==> src/rtl/core/svfd_pkg.sv <==
// ----------------------------------------------------------------------------
// svfd_pkg
// Shared types and constants of the sync / varint-length frame deframer.
// ----------------------------------------------------------------------------
package svfd_pkg;

	localparam logic [7:0] SYNC_BYTE        = 8'hBB;
	localparam int         MAX_LENGTH_BYTES = 4;
	localparam int         COUNT_WIDTH      = 16;
	localparam int         LEN_W            = 28;
	localparam int         LBC_W            = 3;
	localparam int         Q_DEPTH          = 4;
	localparam int         Q_PTR_W          = 2;
	localparam int         Q_CNT_W          = 3;
	localparam int         OUT_TDATA_W      = 64;
	localparam logic [COUNT_WIDTH-1:0] CNT_MAX = '1;

	typedef enum logic [3:0] {
		PH_SYNC1,
		PH_SYNC2,
		PH_TYPE,
		PH_LEN,
		PH_VER,
		PH_TLH,
		PH_TLL,
		PH_TOPIC,
		PH_MIDH,
		PH_MIDL,
		PH_PAYLOAD,
		PH_DISCARD
	} svfd_phase_t;

	typedef enum logic [1:0] {
		KIND_TOPIC   = 2'd0,
		KIND_PAYLOAD = 2'd1,
		KIND_ACCEPT  = 2'd2,
		KIND_REJECT  = 2'd3
	} svfd_kind_t;

	// one queued event: an optional data byte and an optional end-of-buffer status
	typedef struct packed {
		logic        dat_vld;
		logic        dat_pay;
		logic [7:0]  dat;
		logic        sts_vld;
		logic        sts_ok;
		logic [7:0]  frame_type;
		logic [7:0]  version;
		logic [15:0] message_id;
		logic [7:0]  topic_length;
		logic [15:0] payload_length;
	} svfd_evt_t;

endpackage

==> src/rtl/core/svfd_front.sv <==
// ----------------------------------------------------------------------------
// svfd_front
// Byte parser: tracks the frame phase and turns topic/payload bytes and buffer ends into queue events.
// ----------------------------------------------------------------------------
module svfd_front (
	input  logic                clk,
	input  logic                arst_n,
	input  logic                in_valid,
	input  logic [7:0]          in_byte,
	input  logic                in_eob,
	output logic                in_ready,
	output logic                evt_valid,
	output svfd_pkg::svfd_evt_t evt,
	input  logic                evt_ready
);
	import svfd_pkg::*;

	svfd_phase_t            phase_q, phase_n;
	logic [LEN_W-1:0]       decl_q, decl_n;
	logic [LBC_W-1:0]       lbc_q, lbc_n;
	logic [COUNT_WIDTH-1:0] body_q, body_n;
	logic [7:0]             tlen_q, tlen_n;
	logic [7:0]             tleft_q, tleft_n;
	logic [15:0]            mid_q, mid_n;
	logic [7:0]             ver_q, ver_n;
	logic [7:0]             ftype_q, ftype_n;
	logic                   rej_q, rej_n;
	logic                   dat_vld, dat_pay;
	logic                   acc;

	assign in_ready = evt_ready;
	assign acc      = in_valid && in_ready;

	// next state
	always_comb begin
		phase_n = phase_q;
		decl_n  = decl_q;
		lbc_n   = lbc_q;
		body_n  = body_q;
		tlen_n  = tlen_q;
		tleft_n = tleft_q;
		mid_n   = mid_q;
		ver_n   = ver_q;
		ftype_n = ftype_q;
		rej_n   = rej_q;
		dat_vld = 1'b0;
		dat_pay = 1'b0;
		unique case (phase_q)
			PH_SYNC1: begin
				if (in_byte == SYNC_BYTE) begin
					phase_n = PH_SYNC2;
				end else begin
					rej_n   = 1'b1;
					phase_n = PH_DISCARD;
				end
			end
			PH_SYNC2: begin
				if (in_byte == SYNC_BYTE) begin
					phase_n = PH_TYPE;
				end else begin
					rej_n   = 1'b1;
					phase_n = PH_DISCARD;
				end
			end
			PH_TYPE: begin
				ftype_n = in_byte;
				decl_n  = '0;
				lbc_n   = '0;
				phase_n = PH_LEN;
			end
			PH_LEN: begin
				decl_n = {decl_q[LEN_W-8:0], in_byte[6:0]};
				lbc_n  = lbc_q + LBC_W'(1);
				if (!in_byte[7]) begin
					body_n  = '0;
					phase_n = PH_VER;
				end else if (lbc_n >= LBC_W'(MAX_LENGTH_BYTES)) begin
					rej_n   = 1'b1;
					phase_n = PH_DISCARD;
				end
			end
			PH_DISCARD: begin
			end
			default: begin
				if ((phase_q == PH_PAYLOAD && LEN_W'(body_q) >= decl_q) ||
				    body_q == CNT_MAX) begin
					rej_n   = 1'b1;
					phase_n = PH_DISCARD;
				end else begin
					body_n = body_q + COUNT_WIDTH'(1);
					unique case (phase_q)
						PH_VER: begin
							ver_n   = in_byte;
							phase_n = PH_TLH;
						end
						PH_TLH: phase_n = PH_TLL;
						PH_TLL: begin
							tlen_n = in_byte;
							if (LEN_W'(in_byte) + LEN_W'(5) > decl_q) begin
								rej_n   = 1'b1;
								phase_n = PH_DISCARD;
							end else begin
								tleft_n = in_byte;
								phase_n = (in_byte != 8'd0) ? PH_TOPIC : PH_MIDH;
							end
						end
						PH_TOPIC: begin
							dat_vld = 1'b1;
							tleft_n = tleft_q - 8'd1;
							if (tleft_n == 8'd0) phase_n = PH_MIDH;
						end
						PH_MIDH: begin
							mid_n   = {in_byte, 8'h00};
							phase_n = PH_MIDL;
						end
						PH_MIDL: begin
							mid_n   = {mid_q[15:8], in_byte};
							phase_n = PH_PAYLOAD;
						end
						PH_PAYLOAD: begin
							dat_vld = 1'b1;
							dat_pay = 1'b1;
						end
						default: begin
							rej_n   = 1'b1;
							phase_n = PH_DISCARD;
						end
					endcase
				end
			end
		endcase
	end

	// event out
	always_comb begin
		evt_valid          = acc && (dat_vld || in_eob);
		evt.dat_vld        = dat_vld;
		evt.dat_pay        = dat_pay;
		evt.dat            = in_byte;
		evt.sts_vld        = in_eob;
		evt.sts_ok         = !rej_n && phase_n == PH_PAYLOAD && LEN_W'(body_n) == decl_n;
		evt.frame_type     = ftype_n;
		evt.version        = ver_n;
		evt.message_id     = mid_n;
		evt.topic_length   = tlen_n;
		evt.payload_length = decl_n[15:0] - 16'd5 - {8'd0, tlen_n};
	end

	always_ff @(posedge clk or negedge arst_n) begin
		if (!arst_n) begin
			phase_q <= PH_SYNC1;
			decl_q  <= '0;
			lbc_q   <= '0;
			body_q  <= '0;
			tlen_q  <= '0;
			tleft_q <= '0;
			mid_q   <= '0;
			ver_q   <= '0;
			ftype_q <= '0;
			rej_q   <= 1'b0;
		end else if (acc) begin
			if (in_eob) begin
				phase_q <= PH_SYNC1;
				decl_q  <= '0;
				lbc_q   <= '0;
				body_q  <= '0;
				tlen_q  <= '0;
				tleft_q <= '0;
				mid_q   <= '0;
				ver_q   <= '0;
				ftype_q <= '0;
				rej_q   <= 1'b0;
			end else begin
				phase_q <= phase_n;
				decl_q  <= decl_n;
				lbc_q   <= lbc_n;
				body_q  <= body_n;
				tlen_q  <= tlen_n;
				tleft_q <= tleft_n;
				mid_q   <= mid_n;
				ver_q   <= ver_n;
				ftype_q <= ftype_n;
				rej_q   <= rej_n;
			end
		end
	end

	a_eob_restarts: assert property (@(posedge clk) disable iff (!arst_n)
		(acc && in_eob) |=> (phase_q == PH_SYNC1 && !rej_q))
		else $error("front not back in sync search after end of buffer");

	a_discard_flags: assert property (@(posedge clk) disable iff (!arst_n)
		(phase_q == PH_DISCARD) |-> rej_q)
		else $error("discard phase without reject flag");

endmodule

==> src/rtl/core/svfd_queue.sv <==
// ----------------------------------------------------------------------------
// svfd_queue
// Small event FIFO between parser and result sender.
// ----------------------------------------------------------------------------
module svfd_queue (
	input  logic                clk,
	input  logic                arst_n,
	input  logic                in_valid,
	input  svfd_pkg::svfd_evt_t in_evt,
	output logic                in_ready,
	output logic                out_valid,
	output svfd_pkg::svfd_evt_t out_evt,
	input  logic                out_ready
);
	import svfd_pkg::*;

	svfd_evt_t            mem_q [Q_DEPTH];
	logic [Q_PTR_W-1:0]   wr_q, rd_q;
	logic [Q_CNT_W-1:0]   cnt_q;
	logic                 push, pop;

	assign in_ready  = cnt_q != Q_CNT_W'(Q_DEPTH);
	assign out_valid = cnt_q != '0;
	assign out_evt   = mem_q[rd_q];
	assign push      = in_valid && in_ready;
	assign pop       = out_valid && out_ready;

	always_ff @(posedge clk) begin
		if (push) mem_q[wr_q] <= in_evt;
	end

	always_ff @(posedge clk or negedge arst_n) begin
		if (!arst_n) begin
			wr_q  <= '0;
			rd_q  <= '0;
			cnt_q <= '0;
		end else begin
			if (push) wr_q <= wr_q + Q_PTR_W'(1);
			if (pop) rd_q <= rd_q + Q_PTR_W'(1);
			if (push && !pop) cnt_q <= cnt_q + Q_CNT_W'(1);
			else if (pop && !push) cnt_q <= cnt_q - Q_CNT_W'(1);
		end
	end

	a_cnt_bound: assert property (@(posedge clk) disable iff (!arst_n)
		cnt_q <= Q_CNT_W'(Q_DEPTH))
		else $error("queue count above depth");

	a_ptr_track: assert property (@(posedge clk) disable iff (!arst_n)
		(cnt_q == '0 || cnt_q == Q_CNT_W'(Q_DEPTH)) |-> (wr_q == rd_q))
		else $error("queue pointers disagree with count");

endmodule

==> src/rtl/core/svfd_back.sv <==
// ----------------------------------------------------------------------------
// svfd_back
// Result sender: expands each event into one or two results on an output register.
// ----------------------------------------------------------------------------
module svfd_back (
	input  logic                           clk,
	input  logic                           arst_n,
	input  logic                           evt_valid,
	input  svfd_pkg::svfd_evt_t            evt,
	output logic                           evt_ready,
	output logic                           m_axis_tvalid,
	input  logic                           m_axis_tready,
	output logic [svfd_pkg::OUT_TDATA_W-1:0] m_axis_tdata,
	output logic [1:0]                     m_axis_tuser,
	output logic                           m_axis_tlast
);
	import svfd_pkg::*;

	logic                   vld_q;
	logic [OUT_TDATA_W-1:0] tdata_q, tdata_n;
	svfd_kind_t             kind_q, kind_n;
	logic                   last_q;
	logic                   sent_q;
	logic                   load, emit_dat;

	assign load      = evt_valid && (!vld_q || m_axis_tready);
	assign emit_dat  = evt.dat_vld && !sent_q;
	assign evt_ready = load && (!emit_dat || !evt.sts_vld);

	always_comb begin
		if (emit_dat) begin
			kind_n  = evt.dat_pay ? KIND_PAYLOAD : KIND_TOPIC;
			tdata_n = {evt.payload_length, evt.topic_length,
			           evt.dat_pay ? evt.message_id : 16'd0,
			           evt.version, evt.frame_type, evt.dat};
		end else if (evt.sts_ok) begin
			kind_n  = KIND_ACCEPT;
			tdata_n = {evt.payload_length, evt.topic_length, evt.message_id,
			           evt.version, evt.frame_type, 8'd0};
		end else begin
			kind_n  = KIND_REJECT;
			tdata_n = '0;
		end
	end

	always_ff @(posedge clk) begin
		if (load) begin
			tdata_q <= tdata_n;
			kind_q  <= kind_n;
			last_q  <= !emit_dat;
		end
	end

	always_ff @(posedge clk or negedge arst_n) begin
		if (!arst_n) begin
			vld_q  <= 1'b0;
			sent_q <= 1'b0;
		end else begin
			if (load) vld_q <= 1'b1;
			else if (m_axis_tready) vld_q <= 1'b0;
			if (load) sent_q <= emit_dat && evt.sts_vld;
		end
	end

	assign m_axis_tvalid = vld_q;
	assign m_axis_tdata  = tdata_q;
	assign m_axis_tuser  = kind_q;
	assign m_axis_tlast  = last_q;

	a_sent_pending: assert property (@(posedge clk) disable iff (!arst_n)
		sent_q |-> (evt_valid && evt.sts_vld && evt.dat_vld))
		else $error("data sent flag without pending status");

	a_last_is_status: assert property (@(posedge clk) disable iff (!arst_n)
		vld_q |-> (last_q == (kind_q == KIND_ACCEPT || kind_q == KIND_REJECT)))
		else $error("last mark does not match result kind");

endmodule

==> src/rtl/core/sync_varlen_frame_deframer.sv <==
// ----------------------------------------------------------------------------
// sync_varlen_frame_deframer
// Sync / varint-length frame deframer: passes topic and payload bytes and
// closes each buffer with an accepted or rejected status.
//
// Channel  Dir  tdata (low bit up)                           tuser  tlast
// s_axis   in   data_byte[7:0]                               -      end_of_buffer
// m_axis   out  data, frame_type, version, message_id,       kind   last
//               topic_length, payload_length
//
// One byte accepted per cycle while the event queue has room; the parser handles it in that cycle.
// A byte that gives a data result and closes the buffer yields two output
// results; the 4-entry event queue absorbs these bursts.
// No clearing pass: the block accepts bytes as soon as reset is released.
// Input stalls only while the event queue is full.
// ----------------------------------------------------------------------------
module sync_varlen_frame_deframer (
	input  logic                             clk,
	input  logic                             arst_n,
	input  logic                             s_axis_tvalid,
	output logic                             s_axis_tready,
	input  logic [7:0]                       s_axis_tdata,  // data_byte
	input  logic                             s_axis_tlast,
	output logic                             m_axis_tvalid,
	input  logic                             m_axis_tready,
	// data, frame_type, version, message_id, topic_length, payload_length
	output logic [svfd_pkg::OUT_TDATA_W-1:0] m_axis_tdata,
	output logic [1:0]                       m_axis_tuser,  // kind
	output logic                             m_axis_tlast
);
	import svfd_pkg::*;

	svfd_evt_t f_evt, q_evt;
	logic      f_vld, f_rdy, q_vld, q_rdy;

	svfd_front u_front (
		.clk       (clk),
		.arst_n    (arst_n),
		.in_valid  (s_axis_tvalid),
		.in_byte   (s_axis_tdata),
		.in_eob    (s_axis_tlast),
		.in_ready  (s_axis_tready),
		.evt_valid (f_vld),
		.evt       (f_evt),
		.evt_ready (f_rdy)
	);

	svfd_queue u_queue (
		.clk       (clk),
		.arst_n    (arst_n),
		.in_valid  (f_vld),
		.in_evt    (f_evt),
		.in_ready  (f_rdy),
		.out_valid (q_vld),
		.out_evt   (q_evt),
		.out_ready (q_rdy)
	);

	svfd_back u_back (
		.clk           (clk),
		.arst_n        (arst_n),
		.evt_valid     (q_vld),
		.evt           (q_evt),
		.evt_ready     (q_rdy),
		.m_axis_tvalid (m_axis_tvalid),
		.m_axis_tready (m_axis_tready),
		.m_axis_tdata  (m_axis_tdata),
		.m_axis_tuser  (m_axis_tuser),
		.m_axis_tlast  (m_axis_tlast)
	);

endmodule

==> config.mk <==
export PLATFORM = sky130hd
export DESIGN_NAME = sync_varlen_frame_deframer
export DESIGN_NICKNAME = d
export VERILOG_FILES = /design/src/rtl/core/svfd_pkg.sv /design/src/rtl/core/svfd_front.sv /design/src/rtl/core/svfd_queue.sv /design/src/rtl/core/svfd_back.sv /design/src/rtl/core/sync_varlen_frame_deframer.sv
export SDC_FILE = /design/constraint.sdc
export NUM_CORES = 1
export LEC_CHECK = 0
export ABC_AREA = 1
export BUFFER_PORTS_ARGS = -buffer_cell sky130_fd_sc_hd__buf_2
export CORE_MARGIN = 3
export CORE_UTILIZATION = 35
export CTS_BUF_LIST = sky130_fd_sc_hd__clkbuf_8 sky130_fd_sc_hd__clkbuf_16
export CTS_CLUSTER_SIZE = 40
export DETAILED_ROUTE_END_ITERATION = 6
export PLACE_DENSITY = 0.62
export SYNTH_ARGS = -nofsm -noshare
export SYNTH_HDL_FRONTEND = slang
export SYNTH_SLANG_ARGS = --single-unit
==> constraint.sdc <==
create_clock -name clk -period 8.95 [get_ports clk]
set_clock_uncertainty 0.05 [all_clocks]
set_input_delay 0.895 -clock clk [delete_from_list [all_inputs] [get_ports clk]]
set_output_delay 0.895 -clock clk [all_outputs]
set_load 0.01 [all_outputs]
==> metrics.txt <==
DR DRC count 0; routed via count 14,600; Worst R2R Setup Slack 3.07 ns; pwr/cell area 351 nW/µm²; antenna violations before repair 3; # fillers 5,397; Post CTS Setup Buffer Count 0; met3 WL 2.90 mm; routed len/inst 19.0 µm; most numerous cell on the critical path nand2_1; drt total wl 54.1 mm; gr usage total 17.7%; Compound-Gate Fraction of Synth Area 11.5%; Buffers on Ports 81; Yosys cell types 40; uppermost layer routed met5; post-route ant nets 0; CP max-delay cell nor2_1; TritonCTS clock tree done; Pleak 9.18 nW; DR iter-0 viols 1,317; Detailed Routing Iterations Pass 1 5; Synth-to-Final Area Change 13.8%; Hold WC Path Type reg -> reg; placer congestion estimate 0.976; Final HPWL DP 33.7 mm; largest net degree at the start of global routing 73; WP data arrival 6.13 ns; CP peak stage delay 0.70 ns; Post-Synth Adder-Cell Area 3.40%; CTS Hold Buffers Added 0; Sink Count 447; cells resized by post-CTS repair 0; Max Cap Viol 0; commonest non-fill, non-tap cell in the layout edfxtp_1; total grt overflow 0; Pins Over Slew Limit 0; Yosys reg bits 447; Die X 247 µm; CTS buffer count 46; cell row count 87; nets 2,128; clk_lat worst skew 0.58 ns; fraction of layout cells with a size suffix above 1 10.2%; sequential share of the synthesized area 63.3%; Initial Util 35.7%; Max VDD drop 0.247 mV; startpoint types register; Rel. slew slack 25.2%; Final setup viols 0; Chip Height 247 µm; status completed; Met2 Wirelength 25.6 mm; Placeable Area 56,900 µm²; I/O pin count 82; Mapped Area 20,300 µm²; synthesized-area fraction occupied by xor and xnor cells 1.12%; fmax 170 MHz; clock transition at the registers of the reported paths 0.06 ns; multiplexer area fraction after synthesis 0%; unrepaired setup endpoints after global routing no; Avg Cell Area, Syn 10.2 µm²; fin crit share 65.7%; syn_nets 2,066; Primary FF master, synth edfxtp_1; Async SR Flop Fraction 24.4%; Post-synth EDFFs 338; root buf cell clkbuf_16; clock buffer depth 3; Post-Place Cells 2,769; via/cell ratio 5.13; first-pass GRT wire length 83.3 mm; final setup TNS 0 ns; Fin. Hold Viols 0; DIE AREA 61,000 µm²; main combinational cell family by area after synthesis simple AND/OR/NAND/NOR gates; crit end category register; Worst-Margin Slew 1.12 ns; H-tree Lvls 2; routed length on met1 24.3 mm; Finished Layout Cells 2,855; most frequent cells in the layout 338 x edfxtp_1, 337 x nor2_1, 269 x nand2_1, 231 x o21ai_0, 209 x inv_1; Synth Area in Simple Gates 14.9%; vias in the first global route 14,000; CP top delay family simple AND/OR/NAND/NOR gates; Ys Warns 0; Worst Path Buf+Inv 3; worst endpoint required time 9.20 ns; Final min period 5.88 ns; Setup CP Type reg -> reg; worst-path maximum fanout 16; Cells after Synth 1,999
==> synthesized netlist by cell type, types with 3 or more instances <==
master	instances	area share [%]
xnor2_1	7	0.30
nand3_2	5	0.25
o21ai_1	5	0.12
nand4_1	25	0.77
inv_1	206	3.8
nor2_1	341	6.3
nand2_2	5	0.15
clkbuf_1	66	1.2
buf_2	8	0.20
edfxtp_1	338	50
buf_4	6	0.22
o22ai_1	87	2.7
buf_1	7	0.13
ha_1	52	3.2
nand2_1	269	5.0
o21ai_0	231	5.7
nand3_1	65	1.6
o21a_1	10	0.37
a21oi_1	84	2.1
nor3_1	10	0.25
dfrtp_1	109	13
clkinv_1	6	0.11
xor2_1	19	0.82
nand3b_1	4	0.15
inv_2	5	0.092
o211ai_1	3	0.11
nor2_2	7	0.22
o2111ai_1	3	0.13
==> metrics by stage <==
stage / power [mW] / hold slack (ns) / setup slack (ns) / util [%] / cell area [µm²]
finish: 8.12 / 0.426 / 3.07 / 40.6 / 23100
global route: 8.64 / 0.455 / 2.46 / 40.6 / 23100
CTS: 8.19 / 0.434 / 3.14 / 40.6 / 23100
detailed placement: 6.16 / 0.418 / 3.16 / 37.8 / 21500
global placement: 6.10 / 0.413 / 3.32 / 37.8 / 21500
floorplan: 5.16 / 0.398 / 2.99 / - / 20300
==> flip-flops by register name, indices dropped and copies added (netlist names) <==
name                  flops
u_front.tlen_q            8
u_back.m_axis_tdata      64
u_front.rej_q             1
u_back.m_axis_tvalid      1
u_back.m_axis_tlast       1
u_front.body_q           16
u_queue.rd_q              2
u_queue.mem_q           272
u_front.ver_q             8
u_queue.wr_q              2
u_front.lbc_q             3
u_queue.cnt_q             3
u_back.sent_q             1
u_front.ftype_q           8
u_front.tleft_q           8
u_front.phase_q           4
u_front.mid_q            16
u_back.m_axis_tuser       1
u_front.decl_q           28
==> worst register-to-register path: stages, from the launching register on <==
cell and delay (ns):
dfrtp_1 0.47, ha_1 0.35, nand2_1 0.10, inv_1 0.04, nand2_1 0.10, nor2_1 0.07, nand2_1 0.06, nand3_1 0.09
nand2_1 0.09, nand2_2 0.08, nand2_2 0.31, nand2_1 0.17, nor2_1 0.70, o21ai_0 0.31, ha_1 0.36, ha_1 0.20
inv_1 0.08, fa_1 0.21, nor2_1 0.06, a211oi_1 0.29, o21ai_0 0.17, nand2_1 0.08, inv_1 0.05, o21ai_0 0.33
nand3_1 0.19, nor2_1 0.16, nand3_1 0.20, xor2_1 0.24
==> power by group <==
group	internal, mW	switching (mW)	leakage (nW)
clock	1.20	0.810	0.812
combinational	0.811	2.06	3.72
sequential	3.05	0.194	4.65
total	5.06	3.06	9.18
==> final timing paths <==
| path | cells after the start | end | from |
|---|---|---|---|
| worst min-delay path | 2 | u_front.tlen_q[7] | u_front.tlen_q[7] |
| worst max-delay path | 27 | u_queue.mem_q[2][15] | u_front.body_q[11] |
| worst min register to register | 2 | u_front.tlen_q[7] | u_front.tlen_q[7] |
| min in group asynchronous | 1 | u_front.decl_q[21] | arst_n |
| worst max register to register | 27 | u_queue.mem_q[2][15] | u_front.body_q[11] |
| max in group asynchronous | 2 | u_queue.rd_q[0] | arst_n |
==> layer usage <==
layer	up-vias	global-route usage [%]
met5	-	0
met1	7209	23.9
met3	82	3.01
li1	6958	-
met4	4	4.77
met2	396	29.4
==> cell families after synthesis <==
| family | after synthesis |
|---|---|
| AO/OA/AOI/OAI | 432 |
| AND/OR/NAND/NOR | 736 |
| flip-flops | 447 |
| adder cells (fa/ha/maj) | 54 |
| buffers and inverters | 304 |
| XOR/XNOR | 26 |
==> cell type report <==
| class | instances | area [µm²] | share of cell area (%) |
|---|---|---|---|
| sequential | 447 | 12900 | 55.7 |
| antenna | 1 | 2.50 | 0.0108 |
| timing repair buffer | 101 | 558 | 2.41 |
| inverter | 217 | 817 | 3.53 |
| multi-input combinational | 1248 | 6340 | 27.4 |
| clock buffer | 51 | 1230 | 5.32 |
| clock inverter | 34 | 369 | 1.59 |
| tap | 756 | 946 | 4.09 |
Power figures use the tool's default switching activity.
